[src/design/bwlp_pkg.sv]
// Shared types and constants of the third-order low-pass core.
// No dependencies; every other .sv design file refers to this package by scoped names.
`timescale 1ns / 1ps

package bwlp_pkg;

  localparam int RAW_W     = 16;   // raw reading width
  localparam int GAIN_W    = 27;   // unsigned feedforward gain, Q3.24
  localparam int COEF_W    = 28;   // signed feedback coefficient, Q3.24
  localparam int OUT_W     = 32;   // filtered result width
  localparam int FRAC_W    = 16;   // fraction bits of the output history
  localparam int HIST_W    = 40;   // stored output width
  localparam int NUM_TAPS  = 3;    // feedback taps, one cell each
  localparam int CFG_IDX_W = 2;

  // Rounding: products are Q.40 (feedback) or Q.24 (feedforward), results Q.16.
  localparam int RND_SHIFT = 24;
  localparam int FF_SHIFT  = RND_SHIFT - FRAC_W;

  // The stored output is split into a signed upper half and an unsigned lower half.
  localparam int SPLIT_W   = HIST_W / 2;
  localparam int AL_W      = RND_SHIFT - SPLIT_W;
  localparam int MUL_W     = SPLIT_W + 1 + COEF_W;
  localparam int AH_W      = MUL_W - AL_W;
  localparam int REST_W    = MUL_W + 1;

  localparam int SUM_W     = RAW_W + 3;
  localparam int FF_PROD_W = SUM_W + GAIN_W + 1;
  localparam int ACC_W     = 46;

  localparam logic [CFG_IDX_W-1:0] CFG_INPUT_GAIN     = 2'd0;
  localparam logic [CFG_IDX_W-1:0] CFG_FEEDBACK_ONE   = 2'd1;
  localparam logic [CFG_IDX_W-1:0] CFG_FEEDBACK_TWO   = 2'd2;
  localparam logic [CFG_IDX_W-1:0] CFG_FEEDBACK_THREE = 2'd3;

  localparam logic [GAIN_W-1:0]        GAIN_RST = 27'd15353;
  localparam logic signed [COEF_W-1:0] FB1_RST  = 28'sd43386361;
  localparam logic signed [COEF_W-1:0] FB2_RST  = -28'sd37805749;
  localparam logic signed [COEF_W-1:0] FB3_RST  = 28'sd11073784;

  typedef struct packed {
    logic signed [RAW_W-1:0] raw_temp;
    logic                    crc_ok;
  } in_t;

  typedef struct packed {
    logic signed [OUT_W-1:0] filtered;
    logic                    at_minimum;
  } out_t;

  // Step strobes from the sequencer to the sample store and the tap cells.
  typedef struct packed {
    logic ld_prime;
    logic ld_sample;
    logic mul_hi;
    logic mul_lo;
    logic rnd_a;
    logic rnd_b;
    logic hist_shift;
  } ctl_t;

endpackage

[src/design/bwlp_tap_cell.sv]
// One feedback tap: holds one stored output, multiplies it by its coefficient
// in two halves, rounds, and adds the term to the incoming partial sum.
// Depends on bwlp_pkg.
`timescale 1ns / 1ps

module bwlp_tap_cell (
  input  logic                                clk,
  input  logic                                rst_n,
  input  bwlp_pkg::ctl_t                      ctl,
  input  logic signed [bwlp_pkg::COEF_W-1:0]  coef,
  input  logic signed [bwlp_pkg::HIST_W-1:0]  y_in,
  input  logic signed [bwlp_pkg::HIST_W-1:0]  load_val,
  output logic signed [bwlp_pkg::HIST_W-1:0]  y_out,
  input  logic signed [bwlp_pkg::ACC_W-1:0]   acc_in,
  input  logic                                acc_vld_in,
  output logic signed [bwlp_pkg::ACC_W-1:0]   acc_out,
  output logic                                acc_vld_out
);

  localparam logic signed [bwlp_pkg::REST_W-1:0] REST_HALF =
    bwlp_pkg::REST_W'(1) <<< (bwlp_pkg::RND_SHIFT - 1);

  logic signed [bwlp_pkg::HIST_W-1:0]  y_r;
  logic signed [bwlp_pkg::SPLIT_W:0]   opnd;
  logic signed [bwlp_pkg::MUL_W-1:0]   prod;
  logic signed [bwlp_pkg::MUL_W-1:0]   a_r;
  logic signed [bwlp_pkg::MUL_W-1:0]   b_r;
  logic signed [bwlp_pkg::AH_W-1:0]    ah_r;
  logic signed [bwlp_pkg::REST_W-1:0]  rest_nxt;
  logic signed [bwlp_pkg::REST_W-1:0]  rest_r;
  logic signed [bwlp_pkg::ACC_W-1:0]   term_nxt;
  logic signed [bwlp_pkg::ACC_W-1:0]   term_r;
  logic signed [bwlp_pkg::ACC_W-1:0]   acc_r;
  logic                                acc_vld_r;

  // One shared multiplier: the signed upper half first, then the unsigned lower half.
  always_comb begin
    if (ctl.mul_hi) begin
      opnd = $signed({y_r[bwlp_pkg::HIST_W-1], y_r[bwlp_pkg::HIST_W-1:bwlp_pkg::SPLIT_W]});
    end else begin
      opnd = $signed({1'b0, y_r[bwlp_pkg::SPLIT_W-1:0]});
    end
    prod = bwlp_pkg::MUL_W'(opnd) * bwlp_pkg::MUL_W'(coef);
    // The low bits of the upper product line up just under the rounding point.
    rest_nxt = bwlp_pkg::REST_W'(b_r)
             + $signed({{(bwlp_pkg::REST_W - bwlp_pkg::RND_SHIFT){1'b0}},
                        a_r[bwlp_pkg::AL_W-1:0], {bwlp_pkg::SPLIT_W{1'b0}}})
             + REST_HALF;
    term_nxt = bwlp_pkg::ACC_W'(ah_r) + bwlp_pkg::ACC_W'(rest_r >>> bwlp_pkg::RND_SHIFT);
  end

  always_ff @(posedge clk) begin
    if (ctl.ld_prime) begin
      y_r <= load_val;
    end else if (ctl.hist_shift) begin
      y_r <= y_in;
    end
    if (ctl.mul_hi) begin
      a_r <= prod;
    end
    if (ctl.mul_lo) begin
      b_r <= prod;
    end
    if (ctl.rnd_a) begin
      rest_r <= rest_nxt;
      ah_r   <= bwlp_pkg::AH_W'(a_r >>> bwlp_pkg::AL_W);
    end
    if (ctl.rnd_b) begin
      term_r <= term_nxt;
    end
    if (acc_vld_in) begin
      acc_r <= acc_in + term_r;
    end
  end

  always_ff @(posedge clk) begin
    if (!rst_n) begin
      acc_vld_r <= 1'b0;
    end else begin
      acc_vld_r <= acc_vld_in;
    end
  end

  assign y_out       = y_r;
  assign acc_out     = acc_r;
  assign acc_vld_out = acc_vld_r;

endmodule

[config.mk]
export PLATFORM = sky130hd
export DESIGN_NAME = bwlp_tap_cell
export DESIGN_NICKNAME = d
export VERILOG_FILES = /design/src/design/bwlp_pkg.sv /design/src/design/bwlp_tap_cell.sv
export SDC_FILE = /design/constraint.sdc
export NUM_CORES = 2
export LEC_CHECK = 0
export BUFFER_PORTS_ARGS = -buffer_cell sky130_fd_sc_hd__buf_4
export CAP_MARGIN = 20
export CELL_PAD_IN_SITES_DETAIL_PLACEMENT = 0
export CELL_PAD_IN_SITES_GLOBAL_PLACEMENT = 2
export CORE_MARGIN = 5
export CORE_UTILIZATION = 41
export CTS_CLUSTER_SIZE = 16
export DETAILED_ROUTE_END_ITERATION = 6
export GPL_TIMING_DRIVEN = 0
export PLACE_DENSITY = 0.89
export RECOVER_POWER = 25
export SLEW_MARGIN = 20
export SYNTH_ARGS = -nofsm -noshare
export SYNTH_HDL_FRONTEND = slang
export SYNTH_SLANG_ARGS = --single-unit
[constraint.sdc]
create_clock -name clk -period 11.2 [get_ports clk]
set_input_delay 1.68 -clock clk [delete_from_list [all_inputs] [get_ports clk]]
set_output_delay 1.68 -clock clk [all_outputs]
set_load 0.02 [all_outputs]
# Word-level counts from Yosys, hierarchy flattened
# Cells that the tools add are included.
# Widths: inputs -> output; s select.
[op_classes] mul=1 n_bitwise=0 n_eq_ne=0 order_cmp=0 div=0 n_reduce_logical=1 n_mux=3 add_sub_neg=4 shifts=0
[op_table] op="$mux 40" n=2
[op_table] op="$add 49x25->50" n=1
[op_table] op="$add 50x25->50 const B" n=1
[op_table] op="$mul 21x28->49" n=1
[op_table] op="$add 45x26->46" n=1
[op_table] op="$add 46x46->46" n=1
[op_table] op="$mux 21" n=1
[op_table] op="$reduce_bool 2->1" n=1
[totals] word_cells=17 rom_bits=0 mem_bits_rw=0 latch_bits=0 out_inout_bits=87 n_memories=0 regBits=326

# Logic depth before layout (Yosys ltp)
[logic_depth] ltp_word=2 mapped_depth=30

# Least setup slack after synthesis
# Ideal clock, no wire load.
[synth_path] path_type="input port to flip-flop" start="input ctl[4] (netlist bit)" end="register a_r[46] (netlist bit) (data pin)" path_slack_ns=1.882 stages=28 n_path_buf=3 setup_time_ns=0.271 t_arrival_ns=9.047 path_cell_list="clkbuf_1 -> clkbuf_1 -> mux2_2 -> buf_1 -> nand2_1 -> fa_1 -> inv_1 -> fa_1 -> inv_1 -> fa_1 -> inv_1 -> fa_1 -> fa_1 -> fa_1 -> inv_1 -> fa_1 -> inv_1 -> ha_1 -> and3_1 -> a211oi_1 -> nand3_1 -> a31o_2 -> o21ba_2 -> a211o_1 -> nand2_1 -> o21ai_0 -> o41ai_1 -> xnor2_1"
[synth_between] elab_chain_cells=2
[synth_rtl] element="start: declaration" line="bwlp_tap_cell.sv:9" text="input bwlp_pkg::ctl_t ctl,"
[synth_rtl] element="$mux 21" line="bwlp_tap_cell.sv:38" text="if (ctl.mul_hi) begin"
[synth_rtl] element="$mul 21x28->49" line="bwlp_tap_cell.sv:43" text="prod = bwlp_pkg::MUL_W'(opnd) * bwlp_pkg::MUL_W'(coef);"
[synth_rtl] element="net prod, one bit" line="bwlp_tap_cell.sv:25" text="logic signed [bwlp_pkg::MUL_W-1:0] prod;"
[synth_rtl] element="end signal: assignment" line="bwlp_tap_cell.sv:59" text="a_r <= prod;"
[synth_rtl] element="end: declaration" line="bwlp_tap_cell.sv:26" text="logic signed [bwlp_pkg::MUL_W-1:0] a_r;"
# The timed path passes the listed nets, and every way through them passes these cells.
# A chain may end at the register's enable or synchronous reset.

# Worst setup path after layout
[layout_path] start="input ctl[4] (netlist bit)" end="register a_r[47] (netlist bit) (data pin)"
# The elaborated chain is that of the path after synthesis.

==> impl_metrics.yaml <==
setup_path:
  slowest_stage: "clkbuf_1"
  cpMostUsedCell: "fa_1"
  ff2ff_setup_slack_ps: 2330
  cp-start-kind: "input pin"
  crit_path_end: "a_r[47]$_DFFE_PP_"
  critPathLaunch: "ctl[4]"
  crit_type: "input pin to flop"
  cp.depth: 26
  r2r_cells: 24
  regToRegEndpoint: "a_r[46]$_DFFE_PP_"
  path_buf_inv: 6
  worstSetupEndpointType: "flop"
  cp_max_fo: 61
  cpLargestDelayFamily: "adder cells"
  cp.arrival_ps: 10810
  crit_required_ps: 11590
  slowest_delay_ps: 650
  rr_startpoint: "y_out[3]$_DFFE_PP_"
placed_design:
  dp_hpwl_mm: 79.0
  gp_congestion: 0.931
  place_inst: 4819
  port_buffers: 248
cells_and_area:
  layout.nets: 4690
  area_growth_pct: 12.5
  drive_above_1_share: 0.104
  antennaDiodeCount: 0
  final_cells: 4882
logic_synthesis:
  synth_common_cells: "inv_1, fa_1, nand2_1, edfxtp_1, ha_1"
  avgSynthCellArea_um2: 10.3
  syn_inst: 3427
  yosysMostFrequentCell: "inv_1"
  synth-edff-count: 281
  yosysTopAreaCellShare: 0.338
  syn-num-nets: 4406
  synth_area_leaders: "fa_1, edfxtp_1, ha_1, inv_1, nand2_1"
  synth.distinct_cells: 67
  netlist_area_um2: 35200
  async_flop_share: 0
  yosysWarnings: 0
  yosysTopAreaCell: "fa_1"
  seq_area_frac_synth: 0.240
  synthFlopType: "edfxtp_1"
  synth-seq-cells: 282
cts:
  cts.clk_slew.worst_paths_ps: 60
  postCtsSetupBuffers: 0
  cts_tree: "done"
  clock-sinks: 282
  cts_resized: 0
  cts_buffer_depth: 3
  cts_made_buffers: 35
  htree_num_levels: 2
  cts_root_buffer: "clkbuf_16"
  holdBufCountCts: 0
  clk_latency_ps: 550
drt:
  drt-total-wl_mm: 95.3
  ant_nets: 0
  drt_first_pass_iters: 5
  wl_per_cell_um: 19.5
  viasPerCell: 4.96
  drtIter0Drc: 1431
  vias: 24200
  drcViolationCount: 0
sta:
  rsz0062_at_grt: "no"
  drv_slew: 125
  hold_viol: 0
  clock_skew_ps: 31.8
  timing.hold.ws_ps: 410
  slew_headroom: -0.657
  period_minus_slack_ps: 10420
  period_share: 0.931
  setup_violations: 0
  clock.fmax_ghz: 0.0959
  worstMarginPinSlew_ps: 2490
hold_path:
  hold_path.class: "flop to flop"
  hp-start: "a_r[10]$_DFFE_PP_"
  hold_depth: 0
die:
  die-area_um2: 91800
  dieWidth_um: 303
  start_util: 0.413
  row_count: 107
  ios: 251
  die_height_um: 303
  core_um2: 85100
global_routing:
  grt_max_degree: 72
  grt_pass1_vias: 25700
  grt_pass1_wl_mm: 148
  antenna_found_initial: 0
  track_usage: 0.211
  overflow: 0
run:
  cap_violations: 3
outcome:
  status: "complete, but fails checks"
  violations: "capacitance limit, slew limit"
-- worst min path at each step --
stage | endpoint
global placement | ah_r[40]$_DFFE_PP_
global route | ah_r[6]$_DFFE_PP_
detailed placement | ah_r[11]$_DFFE_PP_
finish | ah_r[6]$_DFFE_PP_
CTS | ah_r[6]$_DFFE_PP_
floorplan | ah_r[0]$_DFFE_PP_
-- worst register-to-register path, stage by stage, from the launching register on --
cell and delay (ps):
edfxtp_1 440, mux2i_4 480, clkdlybuf4s15_1 880, nor2b_1 280, fa_1 650, inv_1 140, fa_1 580, inv_1 60
fa_1 880, inv_1 270, fa_1 540, inv_1 50, fa_1 410, inv_1 80, fa_1 430, fa_1 490
inv_1 40, ha_1 350, a21o_1 200, or3_1 300, a211o_1 260, nand2_1 120, o21ai_0 130, o41ai_1 380
xnor2_1 150
-- cell type report --
type | count | area [um2]
Buffer | 125 | 477
Clock buffer | 39 | 891
Clock inverter | 25 | 220
Fill cell | 8173 | 45500
Inverter | 711 | 2670
Multi-Input combinational cell | 2308 | 23600
Sequential cell | 282 | 8460
Tap cell | 1144 | 1430
Timing Repair Buffer | 248 | 1850
-- state kept, by name, summed over array words and instances, names as in the netlist --
signal,cells
y_out,40
b_r,29
a_r,49
ah_r,45
acc_out,46
rest_r,26
term_r,46
acc_vld_out,1
-- per-stage QoR --
| stage | utilization | setup WS, ps | cell area, um2 | TNS [ps] |
|---|---|---|---|---|
| after global routing | 0.465 | 229 | 39600 | 0 |
| after detailed placement | 0.452 | -595 | 38500 | -9380 |
| final | 0.465 | 777 | 39600 | 0 |
| after floorplan | - | 1880 | 35200 | 0 |
| after CTS | 0.465 | 0.706 | 39600 | 0 |
| after global placement | 0.452 | -807 | 38500 | -17270 |
-- cell families after synthesis --
logic type	Yosys count	share of synthesized area
DFF	282	0.240
buffers and inverters	837	0.0892
AOI/OAI and AO/OA	376	0.0698
and+or+nand+nor	899	0.126
xor gates and xnor gates	159	0.0396
adders and majority gates	815	0.416
muxes	59	0.0188
-- metal layers --
metal / global-route usage / wire [um] / vias to the layer above
li1: - / - / 11300
met1: 0.281 / 40000 / 12000
met2: 0.353 / 44400 / 790
met3: 0.0425 / 7500 / 149
met4: 0.0626 / 3340 / 0
met5: 0 / 0 / -
-- layout by cell type, fill, tap and decap left out, types with 4 or more instances in the layout --
cell         n
a211o_1      5
a211oi_1    12
a21boi_0     7
a21o_1      68
a21oi_1    116
a221oi_1     4
a31o_2       4
a31oi_1     12
and2_1     185
and3_1      26
buf_1       17
buf_4      244
clkbuf_1   113
clkbuf_16   35
clkinv_2     8
clkinv_4     4
edfxtp_1   281
fa_1       594
ha_1       221
inv_1      710
mux2_2      56
nand2_1    375
nand2b_1    23
nand3_1     40
nand4_1     20
nor2_1      83
nor2b_1     97
nor3_1      13
o211a_1      5
o211ai_1    10
o21a_1      19
o21ai_0     56
o21bai_1    16
o31a_1       4
o31ai_1      6
or2_2       14
or3_1       11
xnor2_1    110
xor2_1      49
Power is left out: the tool's default activity adds up to more than one toggle a clock period on the data nets, which glitch-free logic cannot reach.
