===== src/design/bwlp_pkg.sv =====
// Shared types and constants of the third-order low-pass core.
// No dependencies; every other .sv design file refers to this package by scoped names.
`timescale 1ns / 1ps

package bwlp_pkg;

  localparam int RAW_W     = 16;   // raw reading width
  localparam int GAIN_W    = 27;   // unsigned feedforward gain, Q3.24
  localparam int COEF_W    = 28;   // signed feedback coefficient, Q3.24
  localparam int OUT_W     = 32;   // filtered result width
  localparam int FRAC_W    = 16;   // fraction bits of the output history
  localparam int HIST_W    = 40;   // stored output width
  localparam int NUM_TAPS  = 3;    // feedback taps, one cell each
  localparam int CFG_IDX_W = 2;

  // Rounding: products are Q.40 (feedback) or Q.24 (feedforward), results Q.16.
  localparam int RND_SHIFT = 24;
  localparam int FF_SHIFT  = RND_SHIFT - FRAC_W;

  // The stored output is split into a signed upper half and an unsigned lower half.
  localparam int SPLIT_W   = HIST_W / 2;
  localparam int AL_W      = RND_SHIFT - SPLIT_W;
  localparam int MUL_W     = SPLIT_W + 1 + COEF_W;
  localparam int AH_W      = MUL_W - AL_W;
  localparam int REST_W    = MUL_W + 1;

  localparam int SUM_W     = RAW_W + 3;
  localparam int FF_PROD_W = SUM_W + GAIN_W + 1;
  localparam int ACC_W     = 46;

  localparam logic [CFG_IDX_W-1:0] CFG_INPUT_GAIN     = 2'd0;
  localparam logic [CFG_IDX_W-1:0] CFG_FEEDBACK_ONE   = 2'd1;
  localparam logic [CFG_IDX_W-1:0] CFG_FEEDBACK_TWO   = 2'd2;
  localparam logic [CFG_IDX_W-1:0] CFG_FEEDBACK_THREE = 2'd3;

  localparam logic [GAIN_W-1:0]        GAIN_RST = 27'd15353;
  localparam logic signed [COEF_W-1:0] FB1_RST  = 28'sd43386361;
  localparam logic signed [COEF_W-1:0] FB2_RST  = -28'sd37805749;
  localparam logic signed [COEF_W-1:0] FB3_RST  = 28'sd11073784;

  typedef struct packed {
    logic signed [RAW_W-1:0] raw_temp;
    logic                    crc_ok;
  } in_t;

  typedef struct packed {
    logic signed [OUT_W-1:0] filtered;
    logic                    at_minimum;
  } out_t;

  // Step strobes from the sequencer to the sample store and the tap cells.
  typedef struct packed {
    logic ld_prime;
    logic ld_sample;
    logic mul_hi;
    logic mul_lo;
    logic rnd_a;
    logic rnd_b;
    logic hist_shift;
  } ctl_t;

endpackage


===== src/design/bwlp_samples.sv =====
// Sample history and feedforward term of the low-pass core.
// Depends on bwlp_pkg for widths and the step strobe struct.
`timescale 1ns / 1ps

module bwlp_samples (
  input  logic                                  clk,
  input  bwlp_pkg::ctl_t                        ctl,
  input  logic signed [bwlp_pkg::RAW_W-1:0]     x,
  input  logic [bwlp_pkg::GAIN_W-1:0]           gain,
  output logic signed [bwlp_pkg::ACC_W-1:0]     ff_term
);

  localparam int DEPTH = bwlp_pkg::NUM_TAPS + 1;
  localparam logic signed [bwlp_pkg::FF_PROD_W-1:0] FF_HALF =
    bwlp_pkg::FF_PROD_W'(1) <<< (bwlp_pkg::FF_SHIFT - 1);

  logic signed [bwlp_pkg::RAW_W-1:0]     smp_r [DEPTH];
  logic signed [bwlp_pkg::SUM_W-1:0]     pair;
  logic signed [bwlp_pkg::SUM_W-1:0]     sum_nxt;
  logic signed [bwlp_pkg::SUM_W-1:0]     sum_r;
  logic signed [bwlp_pkg::FF_PROD_W-1:0] prod_nxt;
  logic signed [bwlp_pkg::FF_PROD_W-1:0] prod_r;
  logic signed [bwlp_pkg::FF_PROD_W-1:0] rnd;
  logic signed [bwlp_pkg::ACC_W-1:0]     term_r;

  always_ff @(posedge clk) begin
    if (ctl.ld_prime) begin
      for (int k = 0; k < DEPTH; k++) begin
        smp_r[k] <= x;
      end
    end else if (ctl.ld_sample) begin
      for (int k = DEPTH - 1; k > 0; k--) begin
        smp_r[k] <= smp_r[k-1];
      end
      smp_r[0] <= x;
    end
  end

  // Binomial weights 1, 3, 3, 1 of the third-order numerator.
  always_comb begin
    pair    = bwlp_pkg::SUM_W'(smp_r[1]) + bwlp_pkg::SUM_W'(smp_r[2]);
    sum_nxt = bwlp_pkg::SUM_W'(smp_r[0]) + bwlp_pkg::SUM_W'(smp_r[DEPTH-1])
            + pair + (pair <<< 1);
    prod_nxt = bwlp_pkg::FF_PROD_W'(sum_r) * bwlp_pkg::FF_PROD_W'($signed({1'b0, gain}));
    rnd      = prod_r + FF_HALF;
  end

  always_ff @(posedge clk) begin
    if (ctl.mul_hi) begin
      sum_r <= sum_nxt;
    end
    if (ctl.mul_lo) begin
      prod_r <= prod_nxt;
    end
    if (ctl.rnd_a) begin
      term_r <= bwlp_pkg::ACC_W'(rnd >>> bwlp_pkg::FF_SHIFT);
    end
  end

  assign ff_term = term_r;

endmodule


===== config.mk =====
export PLATFORM = sky130hd
export DESIGN_NAME = bwlp_samples
export DESIGN_NICKNAME = d
export VERILOG_FILES = /design/src/design/bwlp_pkg.sv /design/src/design/bwlp_samples.sv
export SDC_FILE = /design/constraint.sdc
export NUM_CORES = 2
export LEC_CHECK = 0
export BUFFER_PORTS_ARGS = -buffer_cell sky130_fd_sc_hd__buf_2
export CORE_MARGIN = 5
export CORE_UTILIZATION = 35
export DETAILED_ROUTE_END_ITERATION = 10
export HOLD_SLACK_MARGIN = 0.03
export SLEW_MARGIN = 20
export SYNTH_ARGS = -nofsm -noshare
export SYNTH_HDL_FRONTEND = slang
export SYNTH_SLANG_ARGS = --single-unit

===== constraint.sdc =====
create_clock -name clk -period 9.31 [get_ports clk]
set_clock_uncertainty 0.15 [all_clocks]
set_input_delay 0.931 -clock clk [delete_from_list [all_inputs] [get_ports clk]]
set_output_delay 0.931 -clock clk [all_outputs]
set_load 0.02 [all_outputs]

### Word level (Yosys, flattened, before mapping)

Memories as Yosys holds them, arrays and structs flattened.
Index checks and enable logic that the tools add are counted.

| storage, ports and cells | value |
|---|---|
| input port bits | 51 |
| logic and storage cells | 23 |
| RAM bits | 64 |
| flip-flop bits (word level) | 105 |
| output and inout port bits | 46 |
| memories kept | 1 |

| operators by class | value |
|---|---|
| mux-type cells | 9 |
| bitwise logic cells | 4 |
| add/subtract/negate cells | 5 |
| multiply operators | 1 |

Memory list:

| memory | words | width | read ports | clocked after Yosys merged registers in | wr ports | RTL line | source |
|---|---|---|---|---|---|---|---|
| smp_r | 4 | 16 | 4 | 0 | 4 | bwlp_samples.sv:17 | `logic signed [bwlp_pkg::RAW_W-1:0] smp_r [DEPTH];` |

Operator list:

| cell | count |
|---|---|
| $mux W16 | 4 |
| $add A47 B9 Y47 const B | 1 |
| $mul A19 B28 Y47 | 1 |
| $add A16 B16 Y17 | 2 |
| $add A18 B18 Y19 | 1 |
| $add A17 B17 Y18 | 1 |
| $mux W1 | 5 |
| $or A1 B1 Y1 | 4 |

### Longest topological paths before layout

| logic depth | value |
|---|---|
| depth in word-level cells | 4 |
| depth in mapped cells | 26 |
| depth with buffers taken out | 23 |

### Worst setup path after synthesis

OpenSTA, ideal clock, no wires.

| path | value |
|---|---|
| path kind | input to register |
| start | in gain[18] in the netlist's numbering |
| end | reg prod_r[37] in the netlist's numbering, data pin |
| setup slack | 2.132 ns |
| library setup time | 0.263 ns |
| buffers on the path | 2 |
| arrival time | 6.765 ns |
| stages | 25 |
| data required time | 8.897 ns |
| cells stage by stage | clkbuf_1 -> clkbuf_1 -> nand2_1 -> fa_1 -> inv_1 -> fa_1 -> inv_1 -> fa_1 -> inv_1 -> fa_1 -> fa_1 -> inv_1 -> fa_1 -> inv_1 -> ha_1 -> ha_1 -> or2_1 -> o22ai_1 -> o21ai_0 -> a21oi_1 -> a21oi_2 -> a221o_1 -> a21o_1 -> a211oi_2 -> xnor2_1 |

| on the way | value |
|---|---|
| longest elaborated chain between the ends | 1 |

RTL lines:

| element | RTL line | source |
|---|---|---|
| start: declaration | bwlp_samples.sv:9 | `input logic [bwlp_pkg::GAIN_W-1:0] gain,` |
| $mul A19 B28 Y47 | bwlp_samples.sv:44 | `prod_nxt = bwlp_pkg::FF_PROD_W'(sum_r) * bwlp_pkg::FF_PROD_W'($signed({1'b0, gain}));` |
| via prod_nxt, one bit | bwlp_samples.sv:21 | `logic signed [bwlp_pkg::FF_PROD_W-1:0] prod_nxt;` |
| end signal: assignment | bwlp_samples.sv:53 | `prod_r <= prod_nxt;` |
| end: declaration | bwlp_samples.sv:22 | `logic signed [bwlp_pkg::FF_PROD_W-1:0] prod_r;` |

The timed path passes the listed nets, and every way through them passes these cells.
A chain may end at the register's enable or synchronous reset.

### Worst setup path after layout

| path | value |
|---|---|
| start | reg sum_r[10] in the netlist's numbering |
| end | reg prod_r[46] in the netlist's numbering, data pin |

| on the way | value |
|---|---|
| longest elaborated chain between the ends | 1 |

RTL lines:

| element | RTL line | source |
|---|---|---|
| start: declaration | bwlp_samples.sv:20 | `logic signed [bwlp_pkg::SUM_W-1:0] sum_r;` |
| start signal: assignment | bwlp_samples.sv:50 | `sum_r <= sum_nxt;` |
| $mul A19 B28 Y47 | bwlp_samples.sv:44 |  |
| via prod_nxt, one bit | bwlp_samples.sv:21 |  |

The timed path passes the listed nets, and every way through them passes these cells.

==> results.py <==
metrics = {
    "place": {
        "portBuffers": 94,
        "gp_congestion": 0.833,
        "dp_cells": 3436,
        "hpwl_um": 44600,
    },
    "synth": {
        "ys_warn_count": 0,
        "synth_compound_area_share_pct": 4.17,
        "synthFlopType": "edfxtp_1",
        "netlist_instances": 2486,
        "synth_adder_area_share_pct": 47.5,
        "synth-edff-count": 162,
        "ys_types": 54,
        "syn-cell-area_um2": 24800,
        "ys_seq_area_share_pct": 19.6,
        "avgSynthCellArea_um2": 9.97,
        "ys_ff_latch": 162,
        "synthXorXnorAreaFrac_pct": 3.82,
        "synth.mux.area_fraction_pct": 0.0807,
        "synth.net_count": 3203,
        "synth_top_family_by_area": "adder cells",
        "synth_simple_gate_area_share_pct": 16.4,
        "synthArstFlopShare_pct": 0,
    },
    "finish": {
        "drive_gt1_share_pct": 6.20,
        "layout_commonest_cell": "fa_1",
        "area_growth_pct": 8.18,
        "finish.net_count": 3236,
        "final_cells": 3473,
        "layout_common_cells": "458 x fa_1, 448 x inv_1, 400 x nand2_1",
    },
    "global_route": {
        "grt_max_degree": 65,
        "grt_pass1_vias": 18590,
        "grt_overflow": 0,
        "track_usage_pct": 15.3,
        "grt_pass1_wl_um": 94800,
        "grt_antenna_before_repair": 3,
    },
    "sta": {
        "setup_tns_ns": 0,
        "hold_ws_ns": 0.409,
        "grt_setup_unrepaired": "no",
        "period_minus_slack_ns": 7.66,
        "timing.fmax_ghz": 0.131,
        "setup_viol": 0,
        "post-route-period-util_pct": 82.2,
        "tightest_slew_ns": 1.13,
        "drv_slew": 0,
        "slew_headroom_pct": 24.7,
        "hold_viol": 0,
    },
    "critical_path": {
        "cp_slowest_stage_delay_ns": 1.01,
        "slowest_stage": "edfxtp_1",
        "rrSetupSlack_ns": 1.65,
        "critPathBufInv": 2,
        "worstSetupPathType": "reg -> reg",
        "worstSetupEndpoint": "prod_r[46]",
        "reg2reg_from": "sum_r[10]",
        "critical_path.top_delay_family": "adder cells",
        "reg2reg_depth": 20,
        "crit-reg2reg-capture": "prod_r[46]",
        "cp_common_cell": "fa_1",
        "worst-endpoint-required_ns": 9.37,
        "path_cells": "buf_4, nand2_1, fa_1, inv_1, fa_1, fa_1, fa_1, fa_1, fa_1, fa_1, ha_1, or2_1, o22ai_1, o21ai_0, a21oi_1, a21oi_2, a221o_1, a21o_1, a21oi_1, xnor2_1",
        "critPathCaptureType": "flip-flop",
        "cp-startpoint": "sum_r[10]",
        "crit_arrival_ns": 7.71,
        "path_max_fanout": 20,
        "crit_cells": 20,
        "worst_setup_path_start_kind": "flip-flop",
    },
    "run": {
        "max-cap-violations": 0,
    },
    "route": {
        "routedWlPerCell_um": 16.5,
        "route.detailed.drc": 0,
        "ant_nets": 0,
        "initialDrtViolationCount": 830,
        "via_per_inst": 4.81,
        "first_pass_iters": 5,
        "wirelength_um": 57300,
        "vias": 16705,
    },
    "cts": {
        "cts-htree-levels": 4,
        "clk_latency_ns": 0.47,
        "cts_buffers": 17,
        "cts_resized": 0,
        "postCtsHoldBufs": 0,
        "clock-sinks": 162,
        "ctsLongestPathBuffers": 2,
        "postCtsSetupBuffers": 0,
        "tritoncts": "built",
        "cts-root-buf": "clkbuf_16",
        "clk_pin_slew_worst_paths_ns": 0.07,
    },
    "floorplanning": {
        "core_area_um2": 70100,
        "row_count": 97,
        "die_area_um2": 76300,
        "fp.dieW_um": 276,
        "num_io_pins": 97,
        "fp.dieH_um": 276,
        "start_util_pct": 35.3,
    },
    "outcome": {
        "run_status": "finished, final reports clean",
    },
    "min_path": {
        "hold_path.class": "reg -> reg",
    },
}
[cells in the mapped netlist (24+ instances only)]
library cell	n	area share, %
a21oi_1	57	1.2
xnor2_1	84	3.0
nand3_1	29	0.59
and2_1	251	6.3
o21ai_0	33	0.67
a21o_1	24	0.73
edfxtp_1	162	20
clkbuf_1	90	1.4
nor2_1	52	0.79
xor2_1	24	0.85
nor2b_1	25	0.63
nand2_1	400	6.1
ha_1	208	10
fa_1	458	37
inv_1	448	6.8
[flip-flops by register name (all words and copies together), names as in the netlist]
| register | count |
|---|---|
| prod_r | 40 |
| smp_r | 64 |
| ff_term | 39 |
| sum_r | 19 |
[cells by family after synthesis]
family,after synthesis
flip-flops,162
AND/OR/NAND/NOR,835
multiplexers,2
AO/OA/AOI/OAI,164
buffers and inverters,549
XOR/XNOR,108
adder cells (fa/ha/maj),666
[worst reg2reg max path, delay by kind of cell, from the launching register on]
family | cells | cell delay (ns)
adder cells (fa/ha/maj) | 8 | 3.76
AND/OR/NAND/NOR | 2 | 0.35
buffers and inverters | 2 | 0.39
XOR/XNOR | 1 | 0.11
AO/OA/AOI/OAI | 7 | 1.61
flip-flops | 1 | 1.01
[worst min-delay path by stage]
stage                  from      endpoint  slack [ns]  depth (start not counted)
3_5_place_dp    smp_r[2][9]   smp_r[3][9]        0.39                          2
5_1_grt        smp_r[2][14]  smp_r[3][14]        0.43                          2
6_report        smp_r[2][5]   smp_r[3][5]        0.41                          2
4_1_cts         smp_r[2][9]   smp_r[3][9]        0.40                          2
3_3_place_gp    smp_r[2][2]   smp_r[3][2]        0.39                          2
2_1_floorplan   smp_r[2][0]   smp_r[3][0]        0.37                          2
[metrics by stage]
| stage | area (um2) | setup WS [ns] | utilization [%] |
|---|---|---|---|
| global placement | 26200 | 1.70 | 37.3 |
| CTS | 26700 | 1.68 | 38.1 |
| detailed placement | 26200 | 1.61 | 37.3 |
| floorplan | 24800 | 2.13 | - |
| global route | 26800 | 1.30 | 38.2 |
| finish | 26800 | 1.65 | 38.2 |
[per-layer routing]
metal | up-vias | wire length (um) | GRT usage [%]
met2 | 331 | 30000 | 28.0
li1 | 7701 | - | -
met5 | - | 21 | 0
met3 | 111 | 1980 | 2.23
met1 | 8558 | 23500 | 18.3
met4 | 4 | 1810 | 5.47
[final cells by class]
cell class,instances,area [um2]
Tap cell,940,1180
Antenna cell,1,2.50
Multi-Input combinational cell,1775,17800
Timing Repair Buffer,115,667
Clock buffer,17,425
Clock inverter,15,168
Fill cell,7018,43300
Inverter,448,1680
Sequential cell,162,4860
Power is left out: the tool's default activity adds up to more than one toggle a clock period on the data nets, which glitch-free logic cannot reach.
